--- config.mk ---
export PLATFORM = sky130hd
export DESIGN_NAME = midi_track_event_parser_unit
export DESIGN_NICKNAME = d
export VERILOG_FILES = /design/src/rtl/core/mtep_pkg.sv /design/src/rtl/core/mtep_front.sv /design/src/rtl/core/mtep_queue.sv /design/src/rtl/core/mtep_back.sv /design/src/rtl/core/midi_track_event_parser_unit.sv
export VERILOG_INCLUDE_DIRS = /design/src /design/src/rtl/core
export SDC_FILE = /design/constraint.sdc
export NUM_CORES = 2
export LEC_CHECK = 0
export BUFFER_PORTS_ARGS = -buffer_cell sky130_fd_sc_hd__buf_2
export CAP_MARGIN = 10
export CORE_MARGIN = 10
export CORE_UTILIZATION = 40
export DETAILED_ROUTE_END_ITERATION = 8
export HOLD_SLACK_MARGIN = 0.08
export PLACE_DENSITY_LB_ADDON = 0.2
export SETUP_SLACK_MARGIN = 0.2
export SLEW_MARGIN = 10
export SYNTH_ARGS = -nofsm -noshare
export SYNTH_HDL_FRONTEND = slang
export SYNTH_HIERARCHICAL = 1
export SYNTH_SLANG_ARGS = --single-unit
--- constraint.sdc ---
create_clock -name clk -period 27.3 [get_ports clk]
set_input_delay 5.46 -clock clk [delete_from_list [all_inputs] [get_ports clk]]
set_output_delay 5.46 -clock clk [all_outputs]
set_load 0.005 [all_outputs]
--- src/rtl/core/midi_track_event_parser_unit_defines.svh ---
// Assertion macros used by the track event parser top level.
// Depends on a clock named clk and a reset named rst in the asserting scope.
`ifndef MIDI_TRACK_EVENT_PARSER_UNIT_DEFINES_SVH
`define MIDI_TRACK_EVENT_PARSER_UNIT_DEFINES_SVH

// Same-cycle implication, checked outside reset.
`define MTEP_ASSERT_NOW(lbl, ante, cons) \
  lbl: assert property (@(posedge clk) disable iff (rst) (ante) |-> (cons)) \
    else $error("parser check failed");

// Next-cycle implication, checked outside reset.
`define MTEP_ASSERT_NEXT(lbl, ante, cons) \
  lbl: assert property (@(posedge clk) disable iff (rst) (ante) |=> (cons)) \
    else $error("parser check failed");

`endif

--- src/rtl/core/mtep_pkg.sv ---
// Shared types and constants of the track event parser.
// No dependencies.
package mtep_pkg;

  localparam logic [2:0] KIND_CHAN  = 3'd0;
  localparam logic [2:0] KIND_MHEAD = 3'd1;
  localparam logic [2:0] KIND_MDATA = 3'd2;
  localparam logic [2:0] KIND_EOT   = 3'd3;
  localparam logic [2:0] KIND_PREM  = 3'd4;

  localparam logic [2:0] CFG_TIMING_IS_FPS     = 3'd0;
  localparam logic [2:0] CFG_FRAMES_PER_SECOND = 3'd1;
  localparam logic [2:0] CFG_FRAME_TICKS       = 3'd2;
  localparam logic [2:0] CFG_BEAT_TICKS        = 3'd3;
  localparam logic [2:0] CFG_TEMPO_US          = 3'd4;

  localparam logic [19:0] US_PER_SECOND = 20'd1000000;

  // One classified result waiting for its delay to be attached.
  typedef struct packed {
    logic [2:0]  kind;
    logic        use_delay;
    logic [27:0] ticks;
    logic [3:0]  event_type;
    logic [3:0]  channel;
    logic [6:0]  first_param;
    logic [6:0]  second_param;
    logic [7:0]  meta_type;
    logic [27:0] meta_length;
    logic [7:0]  data_byte;
    logic        last;
  } rec_t;

  typedef struct packed {
    logic        timing_is_fps;
    logic [6:0]  frames_per_second;
    logic [7:0]  frame_ticks;
    logic [14:0] beat_ticks;
    logic [23:0] tempo_us;
  } cfg_t;

endpackage

--- src/rtl/core/mtep_front.sv ---
// Byte-level parser: walks delta times, status, data and meta fields.
// Depends on mtep_pkg; pushes classified results into the queue.
module mtep_front #(
  parameter int MAX_LENGTH_BYTES = 4
) (
  input  logic               clk,
  input  logic               rst,
  input  logic               fire,
  input  logic               func,
  input  logic [7:0]         track_byte,
  output logic               push,
  output mtep_pkg::rec_t     rec
);

  typedef enum logic [2:0] {
    PH_DELTA, PH_STATUS, PH_DATA1, PH_DATA2, PH_MTYPE, PH_MLEN, PH_MDATA
  } phase_t;

  phase_t      phase;
  logic [27:0] acc;
  logic [2:0]  cnt;
  logic [27:0] ticks;
  logic [3:0]  running_type;
  logic [3:0]  running_channel;
  logic [6:0]  held_first;
  logic [7:0]  held_meta_type;
  logic [27:0] meta_rem;
  logic        ended;
  logic [3:0]  meta_channel;

  logic [27:0] acc_next;
  logic [2:0]  cnt_next;
  logic        len_done;
  logic [27:0] rem_next;
  logic        one_byte;
  logic        is_eot;

  assign acc_next = {acc[20:0], track_byte[6:0]};
  assign cnt_next = cnt + 3'd1;
  assign len_done = !track_byte[7] || (cnt_next >= 3'(MAX_LENGTH_BYTES));
  assign rem_next = meta_rem - 28'd1;
  assign one_byte = (running_type == 4'hC) || (running_type == 4'hD);
  assign is_eot   = (held_meta_type == 8'h2F);

  always_comb begin
    rec  = '0;
    push = 1'b0;
    if (ended) begin
      push     = 1'b1;
      rec.kind = mtep_pkg::KIND_EOT;
      rec.last = 1'b1;
    end else if (func) begin
      push     = 1'b1;
      rec.kind = mtep_pkg::KIND_PREM;
      rec.last = 1'b1;
    end else begin
      rec.use_delay = 1'b1;
      rec.ticks     = ticks;
      case (phase)
        PH_STATUS, PH_DATA1, PH_DATA2: begin
          rec.kind        = mtep_pkg::KIND_CHAN;
          rec.event_type  = running_type;
          rec.channel     = running_channel;
          rec.last        = 1'b1;
          if (phase == PH_DATA2) begin
            push             = 1'b1;
            rec.first_param  = held_first;
            rec.second_param = track_byte[6:0];
          end else begin
            push            = one_byte && !(phase == PH_STATUS && track_byte[7]);
            rec.first_param = track_byte[6:0];
          end
        end
        PH_MLEN: begin
          push           = len_done;
          rec.event_type = 4'hF;
          rec.channel    = meta_channel;
          rec.meta_type  = held_meta_type;
          rec.meta_length = acc_next;
          if (acc_next == 28'd0) begin
            rec.kind = is_eot ? mtep_pkg::KIND_EOT : mtep_pkg::KIND_MHEAD;
            rec.last = 1'b1;
          end else begin
            rec.kind = mtep_pkg::KIND_MHEAD;
          end
        end
        PH_MDATA: begin
          push            = 1'b1;
          rec.event_type  = 4'hF;
          rec.channel     = meta_channel;
          rec.meta_type   = held_meta_type;
          rec.meta_length = acc;
          rec.data_byte   = track_byte;
          rec.last        = (rem_next == 28'd0);
          rec.kind        = (rem_next == 28'd0 && is_eot) ? mtep_pkg::KIND_EOT
                                                           : mtep_pkg::KIND_MDATA;
        end
        default: begin
          push = 1'b0;
        end
      endcase
    end
  end

  always_ff @(posedge clk) begin
    if (rst) begin
      phase           <= PH_DELTA;
      acc             <= '0;
      cnt             <= '0;
      ticks           <= '0;
      running_type    <= '0;
      running_channel <= '0;
      held_first      <= '0;
      held_meta_type  <= '0;
      meta_rem        <= '0;
      ended           <= 1'b0;
      meta_channel    <= '0;
    end else if (fire && !ended) begin
      if (func) begin
        phase    <= PH_DELTA;
        acc      <= '0;
        cnt      <= '0;
        meta_rem <= '0;
      end else begin
        case (phase)
          PH_STATUS, PH_DATA1: begin
            if (phase == PH_STATUS && track_byte[7]) begin
              if (track_byte[7:4] == 4'hF) begin
                meta_channel <= track_byte[3:0];
                phase        <= PH_MTYPE;
              end else begin
                running_type    <= track_byte[7:4];
                running_channel <= track_byte[3:0];
                phase           <= PH_DATA1;
              end
            end else begin
              held_first <= track_byte[6:0];
              if (one_byte) begin
                phase <= PH_DELTA;
                acc   <= '0;
                cnt   <= '0;
              end else begin
                phase <= PH_DATA2;
              end
            end
          end
          PH_DATA2: begin
            phase <= PH_DELTA;
            acc   <= '0;
            cnt   <= '0;
          end
          PH_MTYPE: begin
            held_meta_type <= track_byte;
            acc            <= '0;
            cnt            <= '0;
            phase          <= PH_MLEN;
          end
          PH_MLEN: begin
            acc <= acc_next;
            cnt <= cnt_next;
            if (len_done) begin
              meta_rem <= acc_next;
              if (acc_next == 28'd0) begin
                if (is_eot) begin
                  ended <= 1'b1;
                end
                phase <= PH_DELTA;
                acc   <= '0;
                cnt   <= '0;
              end else begin
                phase <= PH_MDATA;
              end
            end
          end
          PH_MDATA: begin
            meta_rem <= rem_next;
            if (rem_next == 28'd0) begin
              if (is_eot) begin
                ended <= 1'b1;
              end
              phase <= PH_DELTA;
              acc   <= '0;
              cnt   <= '0;
            end
          end
          default: begin
            acc <= acc_next;
            cnt <= cnt_next;
            if (len_done) begin
              ticks <= acc_next;
              acc   <= '0;
              cnt   <= '0;
              phase <= PH_STATUS;
            end
          end
        endcase
      end
    end
  end

endmodule

--- src/rtl/core/mtep_queue.sv ---
// Two-entry queue of classified results between the parser and the back end.
// Depends on mtep_pkg for the entry type.
module mtep_queue (
  input  logic           clk,
  input  logic           rst,
  input  logic           push,
  input  mtep_pkg::rec_t wr_rec,
  input  logic           pop,
  output mtep_pkg::rec_t rd_rec,
  output logic           empty,
  output logic           full
);

  mtep_pkg::rec_t slots [2];
  logic           wr_ptr;
  logic           rd_ptr;
  logic [1:0]     count;

  assign empty  = (count == 2'd0);
  assign full   = (count == 2'd2);
  assign rd_rec = slots[rd_ptr];

  always_ff @(posedge clk) begin
    if (push) begin
      slots[wr_ptr] <= wr_rec;
    end
  end

  always_ff @(posedge clk) begin
    if (rst) begin
      wr_ptr <= 1'b0;
      rd_ptr <= 1'b0;
      count  <= '0;
    end else begin
      if (push) begin
        wr_ptr <= !wr_ptr;
      end
      if (pop) begin
        rd_ptr <= !rd_ptr;
      end
      count <= count + 2'(push) - 2'(pop);
    end
  end

endmodule

--- src/rtl/core/mtep_back.sv ---
// Back end: converts ticks to microseconds and drives the result register.
// Depends on mtep_pkg; one multiply stage, then a radix-2 divider at 4 bits a cycle.
module mtep_back (
  input  logic           clk,
  input  logic           rst,
  input  mtep_pkg::cfg_t cfg,
  input  logic           cfg_wr,
  input  logic           q_empty,
  input  mtep_pkg::rec_t q_rec,
  output logic           pop,
  input  logic           out_stall,
  output logic           out_valid,
  output mtep_pkg::rec_t out_rec,
  output logic [59:0]    out_delay
);

  typedef enum logic [1:0] {ST_IDLE, ST_MUL, ST_DIV, ST_EMIT} state_t;

  state_t         state;
  mtep_pkg::rec_t work;
  logic           cache_ok;
  logic [27:0]    cache_ticks;
  logic [59:0]    cache_delay;
  logic [59:0]    dq;
  logic [15:0]    rem;
  logic [14:0]    den;
  logic [3:0]     steps;

  logic [23:0]    mult;
  logic [14:0]    den_sel;
  logic [51:0]    prod;
  logic [59:0]    dq_next;
  logic [15:0]    rem_next;
  logic [15:0]    r;
  logic           need;
  logic           cache_set;
  logic           emit_now;

  assign pop     = (state == ST_IDLE) && !q_empty;
  assign need    = q_rec.use_delay && (!cache_ok || q_rec.ticks != cache_ticks);
  assign mult    = cfg.timing_is_fps ? 24'(mtep_pkg::US_PER_SECOND) : cfg.tempo_us;
  assign den_sel = cfg.timing_is_fps ? 15'(cfg.frames_per_second) * 15'(cfg.frame_ticks)
                                     : cfg.beat_ticks;
  assign prod    = work.ticks * mult;

  // The cached delay becomes valid when a conversion finishes.
  assign cache_set = ((state == ST_MUL) && (den_sel == 15'd0)) ||
                     ((state == ST_DIV) && (steps == 4'd14));
  assign emit_now  = (state == ST_EMIT) && (!out_valid || !out_stall);

  always_comb begin
    dq_next  = dq;
    rem_next = rem;
    r        = '0;
    for (int i = 0; i < 4; i++) begin
      r       = {rem_next[14:0], dq_next[59]};
      dq_next = {dq_next[58:0], 1'b0};
      if (r >= {1'b0, den}) begin
        r          = r - {1'b0, den};
        dq_next[0] = 1'b1;
      end
      rem_next = r;
    end
  end

  always_ff @(posedge clk) begin
    if (rst) begin
      state     <= ST_IDLE;
      cache_ok  <= 1'b0;
      out_valid <= 1'b0;
      steps     <= '0;
    end else begin
      if (cfg_wr) begin
        cache_ok <= 1'b0;
      end else if (cache_set) begin
        cache_ok <= 1'b1;
      end
      if (emit_now) begin
        out_valid <= 1'b1;
      end else if (out_valid && !out_stall) begin
        out_valid <= 1'b0;
      end
      case (state)
        ST_IDLE: begin
          if (!q_empty) begin
            work  <= q_rec;
            state <= need ? ST_MUL : ST_EMIT;
          end
        end
        ST_MUL: begin
          cache_ticks <= work.ticks;
          if (den_sel == 15'd0) begin
            cache_delay <= '1;
            state       <= ST_EMIT;
          end else begin
            dq    <= {prod, 8'd0};
            rem   <= '0;
            den   <= den_sel;
            steps <= '0;
            state <= ST_DIV;
          end
        end
        ST_DIV: begin
          dq    <= dq_next;
          rem   <= rem_next;
          steps <= steps + 4'd1;
          if (steps == 4'd14) begin
            cache_delay <= dq_next;
            state       <= ST_EMIT;
          end
        end
        default: begin
          if (emit_now) begin
            out_rec   <= work;
            out_delay <= work.use_delay ? cache_delay : '0;
            state     <= ST_IDLE;
          end
        end
      endcase
    end
  end

endmodule

--- src/rtl/core/midi_track_event_parser_unit.sv ---
// Track event parser of a standard MIDI file, fed one track byte per item.
// The input channel (in_valid, in_stall) carries func and track_byte; a func of
// one marks end of input. The output channel (out_valid, out_stall) carries one
// decoded result per item: channel events, meta headers, meta data bytes, end of
// track and premature end. Configuration registers are written through cfg_valid,
// cfg_index and cfg_data; cfg_ready is always high. Writes are to be made only while
// the block is idle; the block itself does not enforce this.
// A byte that yields no result only advances the parser. A result whose delay
// is already known passes from its queue slot to the back end's work register and
// then to the output register; the back end takes no new result until it has emitted.
// A result whose delta time differs from the last one converted, or the first after
// a configuration write, also runs the tick-to-microsecond conversion: a multiply
// step, then the divider (four quotient bits per cycle), shared by every result
// of that event.
// A two-entry queue separates parser and back end, so the parser keeps taking
// bytes while a result waits; in_stall rises only when that queue is full.
// When the receiver stalls, the result register holds its item unchanged.
// Synchronous reset restores the configuration defaults and puts the parser at
// the start of a delta time with the queue and output empty.
// Depends on mtep_pkg, mtep_front, mtep_queue, mtep_back and midi_track_event_parser_unit_defines.svh.
`include "midi_track_event_parser_unit_defines.svh"

module midi_track_event_parser_unit #(
  parameter int MAX_LENGTH_BYTES = 4
) (
  input  logic        clk,
  input  logic        rst,
  input  logic        in_valid,
  output logic        in_stall,
  input  logic        func,
  input  logic [7:0]  track_byte,
  input  logic        cfg_valid,
  output logic        cfg_ready,
  input  logic [2:0]  cfg_index,
  input  logic [23:0] cfg_data,
  output logic        out_valid,
  input  logic        out_stall,
  output logic [2:0]  kind,
  output logic [59:0] delay_us_q8,
  output logic [3:0]  event_type,
  output logic [3:0]  channel,
  output logic [6:0]  first_param,
  output logic [6:0]  second_param,
  output logic [7:0]  meta_type,
  output logic [27:0] meta_length,
  output logic [7:0]  data_byte,
  output logic        last
);

  mtep_pkg::cfg_t cfg;
  mtep_pkg::rec_t front_rec;
  mtep_pkg::rec_t q_rec;
  mtep_pkg::rec_t out_rec;
  logic           front_push;
  logic           q_empty;
  logic           q_full;
  logic           q_pop;
  logic           in_fire;
  logic           cfg_wr;

  assign cfg_ready = 1'b1;
  assign cfg_wr    = cfg_valid && cfg_ready;
  assign in_stall  = q_full;
  assign in_fire   = in_valid && !in_stall;

  // Configuration registers; indexes outside the list are ignored.
  always_ff @(posedge clk) begin
    if (rst) begin
      cfg.timing_is_fps     <= 1'b0;
      cfg.frames_per_second <= 7'd25;
      cfg.frame_ticks       <= 8'd40;
      cfg.beat_ticks        <= 15'd96;
      cfg.tempo_us          <= 24'd500000;
    end else if (cfg_wr) begin
      case (cfg_index)
        mtep_pkg::CFG_TIMING_IS_FPS:     cfg.timing_is_fps     <= cfg_data[0];
        mtep_pkg::CFG_FRAMES_PER_SECOND: cfg.frames_per_second <= cfg_data[6:0];
        mtep_pkg::CFG_FRAME_TICKS:       cfg.frame_ticks       <= cfg_data[7:0];
        mtep_pkg::CFG_BEAT_TICKS:        cfg.beat_ticks        <= cfg_data[14:0];
        mtep_pkg::CFG_TEMPO_US:          cfg.tempo_us          <= cfg_data;
        default: begin
        end
      endcase
    end
  end

  mtep_front #(
    .MAX_LENGTH_BYTES(MAX_LENGTH_BYTES)
  ) u_front (
    .clk        (clk),
    .rst        (rst),
    .fire       (in_fire),
    .func       (func),
    .track_byte (track_byte),
    .push       (front_push),
    .rec        (front_rec)
  );

  mtep_queue u_queue (
    .clk    (clk),
    .rst    (rst),
    .push   (in_fire && front_push),
    .wr_rec (front_rec),
    .pop    (q_pop),
    .rd_rec (q_rec),
    .empty  (q_empty),
    .full   (q_full)
  );

  mtep_back u_back (
    .clk       (clk),
    .rst       (rst),
    .cfg       (cfg),
    .cfg_wr    (cfg_wr),
    .q_empty   (q_empty),
    .q_rec     (q_rec),
    .pop       (q_pop),
    .out_stall (out_stall),
    .out_valid (out_valid),
    .out_rec   (out_rec),
    .out_delay (delay_us_q8)
  );

  assign kind         = out_rec.kind;
  assign event_type   = out_rec.event_type;
  assign channel      = out_rec.channel;
  assign first_param  = out_rec.first_param;
  assign second_param = out_rec.second_param;
  assign meta_type    = out_rec.meta_type;
  assign meta_length  = out_rec.meta_length;
  assign data_byte    = out_rec.data_byte;
  assign last         = out_rec.last;

  // A premature end belongs to no event, so it carries no delay and closes.
  `MTEP_ASSERT_NOW(a_prem_clean, out_valid && kind == mtep_pkg::KIND_PREM,
    last && delay_us_q8 == 60'd0)
  // Channel events are always complete in one result.
  `MTEP_ASSERT_NOW(a_chan_last, out_valid && kind == mtep_pkg::KIND_CHAN, last)
  // Meta data results always carry the meta status nibble.
  `MTEP_ASSERT_NOW(a_mdata_type, out_valid && kind == mtep_pkg::KIND_MDATA,
    event_type == 4'hF)
  // The back end never takes from an empty queue.
  `MTEP_ASSERT_NOW(a_pop_nonempty, q_pop, !q_empty)

endmodule

==> flow_summary.toml <==
[critical_path]
crit_path_top_delay_cell = "nand3b_1"
endpoint_kind = "flip-flop"
cp.arrival_ns = 12.40
path_buf_inv = 5
slowest_delay_ns = 0.76
crit_family = "compound AO/OA/AOI/OAI gates"
required_ns = 27.68
critical_path.max_fanout = 29
critPathLaunchType = "flip-flop"
path_class = "flip-flop to flip-flop"

[cts]
clk_latency_ns = 0.72
cts_tree = "done"
path_clk_slew_ns = 0.06
cts_buffer_depth = 3
cts_buffers = 86
hold_buffers = 0
h-tree-depth = 3
clock-sinks = 791
post_cts_buffers = 0
post_cts_resized = 0
root_buffer = "clkbuf_16"

[sta]
fin_ws_ns = 15.29
fin_crit_ns = 12.01
worst_slew_pin_slew_ns = 1.18
fmax_ghz = 0.0832
tns_ns = 0
drv_slew = 0
setup_violations = 0
relSlewSlack = 0.207
rsz0062_at_grt = "no"
finClkSkew_ns = 0.0338
period_share = 0.440
timing.final.hold_violations = 0

[drt]
drt_iter0_drc = 2614
wl_mm = 159
vias = 39400
dr.pass1.iters = 5
viasPerCell = 5.27
postRouteAntennaNets = 0
routedWlPerCell_um = 21.3
drcViolationCount = 0

[status]
status = "finished, final reports clean"

[synthesis]
ys_warn_count = 6
synthCells = 5475
syn_area_mm2 = 0.0584
syn_avg_cell_area_um2 = 10.7
synth_nets = 6402

[cells_and_area]
syn_to_final_growth_pct = 9.48
nets = 6422
drive_gt1_frac = 0.103
nFillCells = 13800

[global_route]
first_global_vias = 41000
grt_max_degree = 93
grt_pass1_wl_mm = 247
gr-usage-all-layers = 0.195
antenna_found_initial = 12
grt_overflow = 0

[placement]
gp_congestion = 0.865
dp_slack_ns = 15.48
hpwl_mm = 112
io_buffers = 172

[floorplan]
rows = 140
fp.dieW_um = 402
dieArea_mm2 = 0.162
io_pins = 174
fp.coreArea_mm2 = 0.145
start_util = 0.402
fp.dieH_um = 402

[hold_path]
hold_path.class = "flip-flop to flip-flop"

[flow_run]
cap_violations = 0
==> metal layers <==
metal	part of all wire	up-vias	wire length, um	track usage
li1	-	18200	-	-
met1	0.45	19900	71000	0.265
met2	0.46	1125	74100	0.319
met3	0.063	235	10000	0.0366
met4	0.027	6	4280	0.0539
met5	0.00026	-	41	0
==> stage by stage <==
stage / area (um2) / util / std cells / hold slack (ns)
finish: 63900 / 0.440 / 7487 / 0.417
global route: 63900 / 0.440 / 7484 / 0.422
detailed placement: 61100 / 0.420 / 7324 / 0.405
floorplan: 58400 / - / 5475 / 0.400
CTS: 63900 / 0.440 / 7483 / 0.417
global placement: 61100 / 0.420 / 7324 / 0.401
==> path summary, 6_finish.rpt <==
path / startpoint / end / slack [ns] / depth (start not counted)
max: u_back/den[1]$_DFFE_PP_ / u_back/rem[10]$_SDFFCE_PN0P_ / 15.29 / 40
min: u_back/work[29]$_DFFE_PP_ / u_back/out_rec[29]$_DFFE_PP_ / 0.42 / 0
max reg2reg: u_back/den[1]$_DFFE_PP_ / u_back/rem[10]$_SDFFCE_PN0P_ / 15.29 / 40
min reg2reg: u_back/work[29]$_DFFE_PP_ / u_back/out_rec[29]$_DFFE_PP_ / 0.42 / 0
==> flip-flops by register name, summed over array words and instances, names as in the netlist, 4 cells and up, named ones only <==
signal,count
u_back/den,15
u_front/acc,28
u_back/steps,4
u_back/out_rec,70
u_front/ticks,28
u_back/dq,60
u_front/held_first,7
u_front/running_type,4
u_queue/slots,198
u_front/held_meta_type,8
cfg,55
u_back/cache_ticks,28
u_back/work,99
u_front/running_channel,4
u_back/out_delay,60
u_front/meta_channel,4
u_front/meta_rem,28
u_back/cache_delay,60
u_back/rem,15
==> final cells by class <==
type / instances / area, um2 / area share
Multi-Input combinational cell: 3702 / 32800 / 0.514
Sequential cell: 791 / 21900 / 0.343
Inverter: 662 / 2480 / 0.0389
Tap cell: 1917 / 2400 / 0.0375
Clock buffer: 118 / 2350 / 0.0368
Timing Repair Buffer: 252 / 1470 / 0.0230
Clock inverter: 41 / 469 / 0.00734
Antenna cell: 4 / 10.0 / 0.000157
==> cells in the final DEF (no fill, tap or decap), drive strengths merged, types with 25 or more instances in the layout <==
| cell type | instances |
|---|---|
| nor4 | 34 |
| o21a | 25 |
| ha | 283 |
| a211oi | 31 |
| nand2 | 691 |
| a21oi | 162 |
| nand2b | 141 |
| a22oi | 61 |
| nor3 | 46 |
| o21ai | 134 |
| a32oi | 41 |
| mux2i | 110 |
| o211ai | 25 |
| nand3 | 54 |
| nor2 | 229 |
| a21boi | 46 |
| buf | 252 |
| fa | 603 |
| nor3b | 32 |
| mux2 | 123 |
| clkinv | 27 |
| nand4 | 25 |
| xor2 | 51 |
| nor2b | 95 |
| inv | 667 |
| xnor2 | 76 |
| and2 | 333 |
| edfxtp | 605 |
| dfxtp | 186 |
| clkbuf | 118 |
| a21o | 44 |
==> worst register-to-register path: cells and delay by family, from the launching register on <==
| family | cells | cell delay, ns |
|---|---|---|
| compound gates | 17 | 4.00 |
| fa+ha+maj | 4 | 1.65 |
| flops | 1 | 0.48 |
| mux | 3 | 1.03 |
| simple gates | 11 | 3.51 |
| buf+inv | 5 | 1.05 |
Power is left out: the tool's default activity adds up to more than one toggle a clock period on the data nets, which glitch-free logic cannot reach.
